### src/design/hcbd_pkg.sv
`timescale 1ns / 1ps
// ----------------------------------------------------------------------------
// hcbd_pkg
// Shared types, constants and helpers for the chunked body decoder.
// ----------------------------------------------------------------------------
package hcbd_pkg;

  localparam int unsigned CAP_W     = 18;
  localparam int unsigned COUNT_W   = 17;
  localparam int unsigned SIZE_W    = 32;
  localparam logic [CAP_W-1:0]   CAP_MAX       = 18'd131072;
  localparam logic [COUNT_W-1:0] CAP_LIMIT_MAX = 17'd131071;

  localparam logic [7:0] CH_0  = 8'h30;
  localparam logic [7:0] CH_9  = 8'h39;
  localparam logic [7:0] CH_LA = 8'h61;
  localparam logic [7:0] CH_LF_HEX = 8'h66;
  localparam logic [7:0] CH_UA = 8'h41;
  localparam logic [7:0] CH_UF = 8'h46;
  localparam logic [7:0] CH_CR = 8'h0d;
  localparam logic [7:0] CH_LF = 8'h0a;
  localparam logic [7:0] CH_NUL = 8'h00;
  localparam logic [3:0] HEX_TEN = 4'd10;

  typedef enum logic [2:0] {
    PH_LINE_START = 3'd0,
    PH_LINE_IN    = 3'd1,
    PH_SKIP_SIZE  = 3'd2,
    PH_DATA       = 3'd3,
    PH_SKIP_DATA  = 3'd4
  } phase_t;

  typedef struct packed {
    logic [7:0] body_byte;
    logic       start_of_body;
  } in_item_t;

  typedef struct packed {
    logic [7:0] out_byte;
    logic       is_end;
    logic       saw_zero_chunk;
    logic       truncated;
  } out_item_t;

  typedef struct packed {
    phase_t              phase;
    logic [SIZE_W-1:0]   size_or_remaining;
    logic [COUNT_W-1:0]  written_count;
    logic                overflow_seen;
    logic                finished;
  } dec_state_t;

  localparam dec_state_t STATE_CLEAR = '{
    phase:             PH_LINE_START,
    size_or_remaining: '0,
    written_count:     '0,
    overflow_seen:     1'b0,
    finished:          1'b0
  };

  // non-hex characters give a zero digit
  function automatic logic [3:0] hex_value(input logic [7:0] c);
    logic [7:0] d;
    d = 8'd0;
    if (c >= CH_0 && c <= CH_9) begin
      d = c - CH_0;
    end else if (c >= CH_LA && c <= CH_LF_HEX) begin
      d = c - CH_LA + {4'd0, HEX_TEN};
    end else if (c >= CH_UA && c <= CH_UF) begin
      d = c - CH_UA + {4'd0, HEX_TEN};
    end
    return d[3:0];
  endfunction

endpackage

### src/design/hcbd_step.sv
`timescale 1ns / 1ps
// ----------------------------------------------------------------------------
// hcbd_step
// Per-byte decoder update: next state and the optional result for one byte.
// ----------------------------------------------------------------------------
module hcbd_step
  import hcbd_pkg::*;
(
  input  dec_state_t         cur,
  input  in_item_t           item,
  input  logic [COUNT_W-1:0] cap_limit,
  output dec_state_t         nxt,
  output logic               res_valid,
  output out_item_t          res
);

  dec_state_t          st;
  logic [7:0]          c;
  logic                is_nul;
  logic                crlf;
  logic                room;
  logic [SIZE_W-1:0]   size_dec;
  logic [3:0]          digit;

  always_comb begin
    st       = item.start_of_body ? STATE_CLEAR : cur;
    c        = item.body_byte;
    is_nul   = (c == CH_NUL);
    crlf     = (c == CH_CR) || (c == CH_LF);
    room     = (st.written_count < cap_limit);
    size_dec = st.size_or_remaining - SIZE_W'(1);
    digit    = hex_value(c);
  end

  // next state
  always_comb begin
    nxt = st;
    if (!st.finished) begin
      case (st.phase)
        PH_LINE_START, PH_LINE_IN: begin
          if (is_nul) begin
            nxt.finished = 1'b1;
          end else if (crlf) begin
            if (st.size_or_remaining == '0) nxt.finished = 1'b1;
            else nxt.phase = PH_SKIP_SIZE;
          end else begin
            nxt.size_or_remaining = {st.size_or_remaining[SIZE_W-5:0], digit};
            nxt.phase = PH_LINE_IN;
          end
        end
        PH_SKIP_SIZE, PH_DATA: begin
          if (is_nul) begin
            nxt.finished = 1'b1;
          end else if (!(crlf && st.phase == PH_SKIP_SIZE)) begin
            if (room) nxt.written_count = st.written_count + COUNT_W'(1);
            else nxt.overflow_seen = 1'b1;
            nxt.size_or_remaining = size_dec;
            nxt.phase = (size_dec == '0) ? PH_SKIP_DATA : PH_DATA;
          end
        end
        default: begin
          if (is_nul) begin
            nxt.finished = 1'b1;
          end else if (!crlf) begin
            nxt.size_or_remaining = {{(SIZE_W-4){1'b0}}, digit};
            nxt.phase = PH_LINE_IN;
          end
        end
      endcase
    end
  end

  // result
  always_comb begin
    res_valid          = 1'b0;
    res.out_byte       = 8'd0;
    res.is_end         = 1'b0;
    res.saw_zero_chunk = 1'b0;
    res.truncated      = 1'b0;
    if (!st.finished) begin
      case (st.phase)
        PH_LINE_START, PH_LINE_IN: begin
          if (is_nul) begin
            res_valid          = 1'b1;
            res.is_end         = 1'b1;
            res.saw_zero_chunk = (st.phase == PH_LINE_IN) && (st.size_or_remaining == '0);
            res.truncated      = st.overflow_seen;
          end else if (crlf && st.size_or_remaining == '0) begin
            res_valid          = 1'b1;
            res.is_end         = 1'b1;
            res.saw_zero_chunk = 1'b1;
            res.truncated      = st.overflow_seen;
          end
        end
        PH_SKIP_SIZE, PH_DATA: begin
          if (is_nul) begin
            res_valid     = 1'b1;
            res.is_end    = 1'b1;
            res.truncated = st.overflow_seen;
          end else if (!(crlf && st.phase == PH_SKIP_SIZE) && room) begin
            res_valid    = 1'b1;
            res.out_byte = c;
          end
        end
        default: begin
          if (is_nul) begin
            res_valid     = 1'b1;
            res.is_end    = 1'b1;
            res.truncated = st.overflow_seen;
          end
        end
      endcase
    end
  end

endmodule

### src/design/http_chunked_body_decoder_top.sv
`timescale 1ns / 1ps
// ----------------------------------------------------------------------------
// http_chunked_body_decoder_top
// Decodes an HTTP chunked body, one byte per request, into payload bytes.
// ----------------------------------------------------------------------------
// usage
//   in channel: one body byte per request (in_valid / in_ready / in_data);
//   start_of_body set on the first byte of a body clears the decoder first
//   out channel: payload bytes, then a single end request (is_end set) that
//   carries saw_zero_chunk and truncated; size lines and crlf produce nothing
//   config: cfg_wr_en / cfg_wr_data write the output capacity; write it only
//   while idle, it takes effect on the next byte
// timing
//   one byte per cycle while the output side keeps accepting; the byte is
//   decoded in the cycle it is taken and its result is registered in the
//   output register; the state update is one pass through hcbd_step
// reset
//   rst (synchronous) clears the decoder state, empties the output register
//   and sets capacity back to 131072
// stall
//   while the output register holds an unaccepted request, in_ready drops,
//   so nothing is lost; bytes that give no result still need a free slot
// ----------------------------------------------------------------------------
module http_chunked_body_decoder_top
  import hcbd_pkg::*;
(
  input  logic             clk,
  input  logic             rst,
  input  logic             in_valid,
  output logic             in_ready,
  input  in_item_t         in_data,
  output logic             out_valid,
  input  logic             out_ready,
  output out_item_t        out_data,
  input  logic             cfg_wr_en,
  input  logic [CAP_W-1:0] cfg_wr_data
);

  // capacity is kept as the largest payload count allowed (capacity - 1),
  // clamped to the legal range at write time
  logic [COUNT_W-1:0] cap_limit;
  logic [COUNT_W-1:0] cap_limit_next;

  dec_state_t dec_state;
  dec_state_t dec_state_next;
  logic       step_valid;
  out_item_t  step_res;
  logic       in_fire;

  // output slot frees up when it is empty or being drained this cycle
  assign in_ready = !out_valid || out_ready;
  assign in_fire  = in_valid && in_ready;

  always_comb begin
    if (cfg_wr_data == '0) begin
      cap_limit_next = '0;
    end else if (cfg_wr_data > CAP_MAX) begin
      cap_limit_next = CAP_LIMIT_MAX;
    end else begin
      cap_limit_next = COUNT_W'(cfg_wr_data - CAP_W'(1));
    end
  end

  always_ff @(posedge clk) begin
    if (rst) begin
      cap_limit <= CAP_LIMIT_MAX;
    end else if (cfg_wr_en) begin
      cap_limit <= cap_limit_next;
    end
  end

  hcbd_step u_step (
    .cur       (dec_state),
    .item      (in_data),
    .cap_limit (cap_limit),
    .nxt       (dec_state_next),
    .res_valid (step_valid),
    .res       (step_res)
  );

  // decoder state advances on every accepted byte
  always_ff @(posedge clk) begin
    if (rst) begin
      dec_state <= STATE_CLEAR;
    end else if (in_fire) begin
      dec_state <= dec_state_next;
    end
  end

  // output register
  always_ff @(posedge clk) begin
    if (rst) begin
      out_valid <= 1'b0;
    end else if (in_fire) begin
      out_valid <= step_valid;
    end else if (out_ready) begin
      out_valid <= 1'b0;
    end
  end

  always_ff @(posedge clk) begin
    if (in_fire && step_valid) begin
      out_data <= step_res;
    end
  end

  // an end result always leaves the decoder finished
  a_end_sets_finished: assert property (@(posedge clk) disable iff (rst)
    (in_fire && step_valid && step_res.is_end) |=> dec_state.finished)
    else $error("end result without finished state");

  // once finished, only a new body can produce results
  a_quiet_after_end: assert property (@(posedge clk) disable iff (rst)
    (dec_state.finished && !in_data.start_of_body) |-> !step_valid)
    else $error("result after end of decoding");

  // payload results carry no end flags
  a_payload_flags: assert property (@(posedge clk) disable iff (rst)
    (out_valid && !out_data.is_end) |-> (!out_data.saw_zero_chunk && !out_data.truncated))
    else $error("payload request with end flags");

  // chunk data phase never runs with nothing left to take
  a_data_nonzero: assert property (@(posedge clk) disable iff (rst)
    (dec_state.phase == PH_DATA) |-> (dec_state.size_or_remaining != '0))
    else $error("data phase with zero remaining");

endmodule
### config.mk
export PLATFORM = sky130hd
export DESIGN_NAME = http_chunked_body_decoder_top
export DESIGN_NICKNAME = d
export VERILOG_FILES = /design/src/design/hcbd_pkg.sv /design/src/design/hcbd_step.sv /design/src/design/http_chunked_body_decoder_top.sv
export SDC_FILE = /design/constraint.sdc
export NUM_CORES = 1
export LEC_CHECK = 0
export CORE_MARGIN = 5
export CORE_UTILIZATION = 65
export DETAILED_ROUTE_END_ITERATION = 8
export DONT_BUFFER_PORTS = 1
export HOLD_SLACK_MARGIN = 0.05
export PLACE_DENSITY = 0.89
export REMOVE_ABC_BUFFERS = 1
export SKIP_LAST_GASP = 1
export SLEW_MARGIN = 20
export SYNTH_ARGS = -nofsm -noshare
export SYNTH_HDL_FRONTEND = slang
export SYNTH_HIERARCHICAL = 1
export SYNTH_SLANG_ARGS = --single-unit
### constraint.sdc
create_clock -name clk -period 4.8 [get_ports clk]
set_input_delay 0.96 -clock clk [delete_from_list [all_inputs] [get_ports clk]]
set_output_delay 0.96 -clock clk [all_outputs]
set_load 0.005 [all_outputs]
Word-level counts from Yosys, hierarchy flattened --
Index checks and enable logic that the tools add are counted.
Cells by class: add/sub/neg operators 8, magnitude comparators 8, equality and inequality tests 5, multiplexer cells 38, bitwise logic cells 3, reduce and logical (&&, ||, !) cells 23
Operator list (count):
- $mux W54 | 2
- $mux W53 | 2
- $mux W35 | 3
- $pmux W35 S2 | 1
- $logic_not A32 Y1 | 2
- $mux W17 | 3
- $mux W32 | 1
- $sub A32 B1 Y32 const B | 1
- $gt A18 B18 Y1 const B | 1
- $logic_not A18 Y1 | 1
- $mux W18 | 1
- $add A17 B1 Y17 const B | 1
- $lt A17 B17 Y1 | 1
- $sub A17 B1 Y17 const B | 1
- $eq A8 B4 Y1 const B | 2
- $ge A8 B7 Y1 const B | 2
- $le A8 B7 Y1 const B | 2
- $mux W1 | 16
- $mux W3 | 5
- $mux W4 | 3
- $sub A4 B1 Y4 const B | 3
- $logic_and A1 B1 Y1 | 9
- $add A4 B4 Y4 const B | 2
- $ge A8 B6 Y1 const B | 1
- 12 further kinds | 19
Storage, ports and cells: bits in registers 83, input bits 32, output and inout bits 13, word-level logic and storage cells 96

Longest topological paths before layout --
Gate-level depths: netlist (run 1).
depth after elaboration 10, mapped depth 18, gate-level depth less buffers 13

Cells and area by module --
Netlist (run 1), hierarchy kept.
By module, submodules not included:
- hcbd_step | times used 1, cells an instance 612, area each 3712.3 um^2, sequential area each 0.0 um^2
- http_chunked_body_decoder_top | times used 1, cells an instance 375, area each 3265.6 um^2, sequential area each 1771.7 um^2

Worst setup path before layout (run 1) --
No wires, ideal clock.
kind in2reg, start input port in_data[0] in the netlist's numbering, end register out_data[0] in the netlist's numbering, enable pin, library setup time 349 ps, arrival 4066 ps, data required time 4451 ps, setup slack 385 ps, stages 14, cell sequence clkbuf_1 inv_1 clkbuf_1 clkbuf_1 nand2_1 ha_1 or3b_2 clkbuf_1 o41a_1 o21bai_1 o31ai_1 nand2_1 o21ai_0 and3_1
Between the ends: word-level cells in the longest chain between the ends 10, elaborated cells on any way between the ends 20, those cells by class 1 x order compare; 3 x eq/ne; 7 x mux; 9 x reduce/logical
Ends and longest elaborated chain:
- start, declared | line http_chunked_body_decoder_top.sv:31 | input in_item_t in_data,
- $mux W54 * | line hcbd_step.sv:26 | st = item.start_of_body ? STATE_CLEAR : cur;
- parallel branches: the longest is 7 deep, another holds $lt A17 B17 Y1
- $mux W1 * | line hcbd_step.sv:80 | if (!st.finished) begin
- net step_valid | line http_chunked_body_decoder_top.sv:46 | logic step_valid;
- $logic_and A1 B1 Y1 * | line http_chunked_body_decoder_top.sv:102 | if (in_fire && step_valid) begin
- end signal, assigned | line http_chunked_body_decoder_top.sv:103 | out_data <= step_res;
- end, declared | line http_chunked_body_decoder_top.sv:34 | output out_item_t out_data,
Mark *: on every way through the listed nets, which the timed path passes. A chain may end at the register's enable or synchronous reset.

==> results.toml, run 1 <==
[status]
outcome = "finished, final reports clean"

[floorplan]
die_w_microns = 114
rows = 37
initial_core_util = 0.670
ios = 45
dieArea_sq_mm = 0.0129
die_h_microns = 114
core_area_sq_mm = 0.0104

[placement]
io_buffer_count = 0
dp_hpwl_mm = 14.5
gp_congestion = 1.04

[logic_synthesis]
ys.flop_type = "dfxtp_1"
netlist_area_sq_mm = 0.00698
ys_seq_area_frac = 0.254
ys_seq_elements = 83
ys_warn_count = 6
async_flop_share = 0
syn-mean-instance-area_sq_um = 7.07
syn_inst = 987
synth-edff-count = 11
yosysUniqueCellTypes = 80

[power]
ir_worst_vdd_uv = 116
p_switching_w = 0.000413
combPwrFrac = 0.121
p_per_area_mw_per_mm2 = 200
p_int_w = 0.00102
power_frac_seq = 0.504
clkPwrFrac = 0.375
leakagePower_nw = 2.80
switching_share = 0.288

[flow_run]
cap_violations = 0

[sta]
relSlewSlack = 0.279
hold_viol = 0
tns_ns = 0
slew_violations = 0
skew_ns = 0.0107
tightest_slew_ns = 1.08
rsz0062_at_grt = "no"
period_needed_ns = 3.72
post-route-period-util = 0.776
max_freq_ghz = 0.269
setup_violations = 0

[drt]
routedWlPerCell_microns = 19.8
avgViaCountPerCell = 7.12
final_antenna_net_count = 0
drc = 0
drt-total-wl_mm = 21.5
drt_iter0_drc = 1158
vias = 7703
first_pass_iters = 7

[clock_network]
cts_max_path_buffers = 2
clkSinkCount = 83
post_cts_buffers = 0
ctsHtreeMaxLevel = 3
clock_latency_ns = 0.38
hold_buffers = 0
ctsResizeCount = 0
clkTransAtPathRegs_ns = 0.09
root_buffer = "clkbuf_8"
cts_tree = "built"
cts_made_buffers = 9

[cells_and_area]
layout-drive-gt1-share = 0.0655
multi_input_area_sq_mm = 0.00480
seqCellArea_sq_mm = 0.00177
num_antenna_cells = 0
syn2layout_area_growth_pct = 2.62
final.fill_count = 920
fin_nets = 998
utilization = 0.687

[setup_path]
crit_family = "compound AO/OA/AOI/OAI gates"
slowest_delay_ns = 0.64
cp_data_required_time_ns = 5.12
path_max_fanout = 17
crit_buf_inv = 2
worstSetupPathType = "input pin to register"
crit_slowest_cell = "nand2b_1"
end_kind = "register"
start_kind = "input pin"
crit_path_cell_trace = "inv_1 -> ha_1 -> mux2_2 -> a21oi_1 -> nand2b_1 -> o21ai_0 -> nor2_1 -> buf_4 -> a22oi_1 -> o21ai_0 -> nand2_1 -> a21oi_1"
worstReg2RegStart = "dec_state[23]"
arrival_ns = 4.05
cp-startpoint = "in_data[2]"

[min_path]
hp-class = "register to register"
hold_start = "dec_state[13]"

[global_route]
grt_pass1_vias = 6989
antenna_found_initial = 0
grt_max_degree = 74
overflow = 0
track_usage = 0.328
grt_pass1_wl_mm = 34.8
[cell usage in the layout, fill, tap and decap left out, types with 5 or more instances in the layout]
cell type  synthesis  final
a32oi_1            6      6
buf_4              1     10
a22oi_1           13     13
nand2_1          169    168
a211oi_1           6      6
a21oi_1          121    121
or3_1              5      5
o21a_1             7      7
dfxtp_1           72     72
nand2b_1           7      7
edfxtp_1          11     11
clkbuf_8           0      9
a31oi_1            6      6
inv_1             37     37
a21o_1            11     11
xor2_1            12     12
and3_1            15     15
ha_1              25     25
o211ai_1           8      8
o21ai_1           10     10
nor2_1            65     65
o21ai_0           52     52
o22ai_1           11     11
xnor2_1           16     16
mux2_2             7      7
nor3_1            34     34
and4_1             5      5
nor2b_1           22     22
or4_1             10     10
nand3_1           25     25
nor4_1            22     22
nand4_1           16     16
a22o_1             7      7
[final cells by class]
cell class / instances / area share
multi-input cells: 799 / 0.670
flip-flops and latches: 83 / 0.247
well taps: 136 / 0.0238
inverters: 38 / 0.0199
clock buffers: 9 / 0.0173
clock inverters: 7 / 0.0108
repair buffers: 10 / 0.0105
[stage by stage]
step	setup WS (ns)	instance area (sq um)	total power, W	cells	hold WS [ns]
CTS	1.20	7160	0.00143	1082	0.453
finish	1.08	7160	0.00143	1082	0.454
global route	0.880	7160	0.00149	1082	0.480
global placement	0.919	6950	0.000898	1066	0.434
detailed placement	0.795	6950	0.000904	1066	0.440
floorplan	0.717	6710	0.000860	920	0.426
[registers in the layout, summed over array words and instances, names as in the netlist]
register	flops
cap_limit	17
dec_state	54
out_data	11
out_valid	1
[layer usage]
metal / vias to the layer above / share of wire / track usage
li1: 3523 / - / -
met1: 3535 / 0.41 / 0.451
met2: 541 / 0.41 / 0.479
met3: 104 / 0.14 / 0.0960
met4: 0 / 0.039 / 0.135
met5: - / 0 / 0
[cell families (layout without fill, tap and decap cells)]
logic type                 Yosys count  in the layout  synth area share
and+or+nand+nor                    426            426             0.312
muxes                                7              7            0.0113
DFF                                 83             83             0.254
AOI/OAI and AO/OA                  313            313             0.283
buffers and inverters              105             64            0.0595
adders and majority gates           25             25            0.0448
xor gates and xnor gates            28             28            0.0351
[worst min-delay path: stages, from the launching register on]
cell and delay (ns):
dfxtp_1 0.32, nand2_1 0.05, a21oi_1 0.05
[Yosys cell counts (10+ instances only)]
cell	n	area share
o21ai_1	10	0.0072
edfxtp_1	11	0.047
ha_1	25	0.045
nand3_1	25	0.018
nand4_1	16	0.014
nor3_1	34	0.024
nor4_1	22	0.020
clkbuf_1	55	0.030
nand2_1	169	0.091
a22oi_1	13	0.014
inv_1	37	0.020
a21o_1	11	0.012
xor2_1	12	0.015
o22ai_1	11	0.0099
nor2b_1	22	0.020
and3_1	15	0.013
or4_1	10	0.011
o21ai_0	52	0.037
xnor2_1	16	0.020
nor2_1	65	0.035
dfxtp_1	72	0.21
a21oi_1	121	0.087
[power groups by stage]
stage	logic, W	clock network, W	registers (W)
after global routing	0.000189	0.000573	0.000724
after CTS	0.000167	0.000539	0.000722
after detailed placement	0.000165	0	0.000738
final	0.000173	0.000537	0.000723
after floorplan	0.000125	0	0.000735
after global placement	0.000161	0	0.000737
[final timing paths]
check	slack [ns]	end	cells after the start
hold reg to reg	0.45	dec_state[13]	2
hold / removal	0.45	dec_state[13]	2
setup / recovery	1.08	dec_state[44]	12
setup reg to reg	1.25	out_data[0]	8
Power figures use the tool's default switching activity.
==> inputs of run 2 (changes only) <==
CORE_UTILIZATION = 59   (was 65)
PLACE_DENSITY = 0.86   (was 0.89)
clock period = 3.1 ns   (was 4.8 ns; I/O delays follow)
==> results.toml, run 2 (synthesis gave the netlist of run 1 again) <==
[drt]
first_pass_iters = 6
drt_iter0_drc = 1189
vias = 8001
drc = 0
avgViaCountPerCell = 6.83
drt-total-wl_mm = 23.3
final_antenna_net_count = 0
routedWlPerCell_microns = 19.9

[floorplan]
dieArea_sq_mm = 0.0141
die_h_microns = 119
ios = 45
initial_core_util = 0.606
die_w_microns = 119
core_area_sq_mm = 0.0115
rows = 39

[global_route]
track_usage = 0.322
overflow = 0
antenna_found_initial = 0
grt_pass1_wl_mm = 37.2
grt_max_degree = 74
grt_pass1_vias = 7225

[sta]
post-route-period-util = 0.941
hold_viol = 0
setup_ws_ns = 0.184
relSlewSlack = 0.480
slew_violations = 0
skew_ns = 0.00999
period_needed_ns = 2.92
fin_worst_hold_slack_ns = 0.338
max_freq_ghz = 0.343
tns_ns = 0
tightest_slew_ns = 0.781
setup_violations = 0

[placement]
io_buffer_count = 0
gp_congestion = 1.03
dp_hpwl_mm = 16.4
place_ws_ns = -0.0868

[power]
p_per_area_mw_per_mm2 = 310
p_int_w = 0.00179
power_frac_seq = 0.457
total_power_w = 0.00244
clkPwrFrac = 0.421
p_switching_w = 0.000657
switching_share = 0.269
ir_worst_vdd_uv = 267
combPwrFrac = 0.122
leakagePower_nw = 3.25

[clock_network]
cts_made_buffers = 9
clock_latency_ns = 0.35
root_buffer = "clkbuf_16"
cts_tree = "built"
clkTransAtPathRegs_ns = 0.06
clkSinkCount = 83
ctsHtreeMaxLevel = 3
cts_max_path_buffers = 2
post_cts_buffers = 0
hold_buffers = 0

[cells_and_area]
num_antenna_cells = 0
top_regs = "dec_state: 54 flops, cap_limit: 17 flops, out_data: 11 flops"
final_cell_mix = "nand2_1, a21oi_1, buf_4"
syn2layout_area_growth_pct = 12.8
final.fill_count = 985
fin_nets = 1080
final_common_cell = "nand2_1"
largest_reg_flops = 54
largest_register = "dec_state"
utilization = 0.684
layout-drive-gt1-share = 0.140

[setup_path]
r2r_slack_ns = 0.18
start_kind = "register"
worstReg2RegStart = "dec_state[39]"
cp-startpoint = "dec_state[39]"
arrival_ns = 2.98
end_kind = "register"
cp_data_required_time_ns = 3.17
path_max_fanout = 11
worstSetupPathType = "register to register"

[min_path]
hp-class = "input pin to register"
hold_start = "rst"

[status]
outcome = "finished, final reports clean"

[flow_run]
cap_violations = 0
run 2: changes by cell type in the layout (fill, tap and decap cells not counted), moves of 2 or more:
cell,change
clkinv_4,-2
clkbuf_16,+9
buf_4,+81
clkinvlp_4,+2
clkbuf_8,-8
run 2: timing repair:
action	in CTS	in global routing
hold endpoints to repair	0	0
endpoints found under the setup margin	0	1
resized for setup	0	1
run 2: final timing paths:
path,endpoint,depth (start not counted)
max,out_data[7],8
min,dec_state[9],1
max reg2reg,out_data[7],8
min reg2reg,dec_state[13],2
run 2: power groups by stage:
stage	combinational, W	sequential [W]	clock [W]
2_1_floorplan	0.000193	0.00114	0
3_3_place_gp	0.000280	0.00114	0
3_5_place_dp	0.000284	0.00114	0
4_1_cts	0.000287	0.00112	0.00104
5_1_grt	0.000318	0.00112	0.00109
6_report	0.000298	0.00112	0.00103
run 2: area by class of cell:
type,count,area [sq um],area share
sequential,83,1770,0.225
tap,143,179,0.0227
inverter,38,143,0.0181
multi-input combinational,799,4800,0.609
clock inverter,5,37.5,0.00477
timing repair buffer,92,703,0.0893
clock buffer,11,243,0.0308
run 2: routing by layer:
layer,global-route usage,part of all wire,vias up
met5,0,0,-
met4,0.128,0.036,0
met3,0.0621,0.12,88
met2,0.483,0.42,538
met1,0.456,0.42,3686
li1,-,-,3689
run 2: per-stage QoR:
stage	std cells	instance area, sq um
floorplan	920	6710
global placement	1155	7590
detailed placement	1155	7590
CTS	1171	7870
global route	1171	7870
finish	1171	7870
run 2: critical path: stages (launching register included):
cell	delay [ns]
dfxtp_1	0.30
or4_1	0.68
o41a_1	0.48
o21bai_1	0.20
o31ai_1	0.33
nand2_1	0.12
o21ai_0	0.14
and3_1	0.24
buf_12	0.14
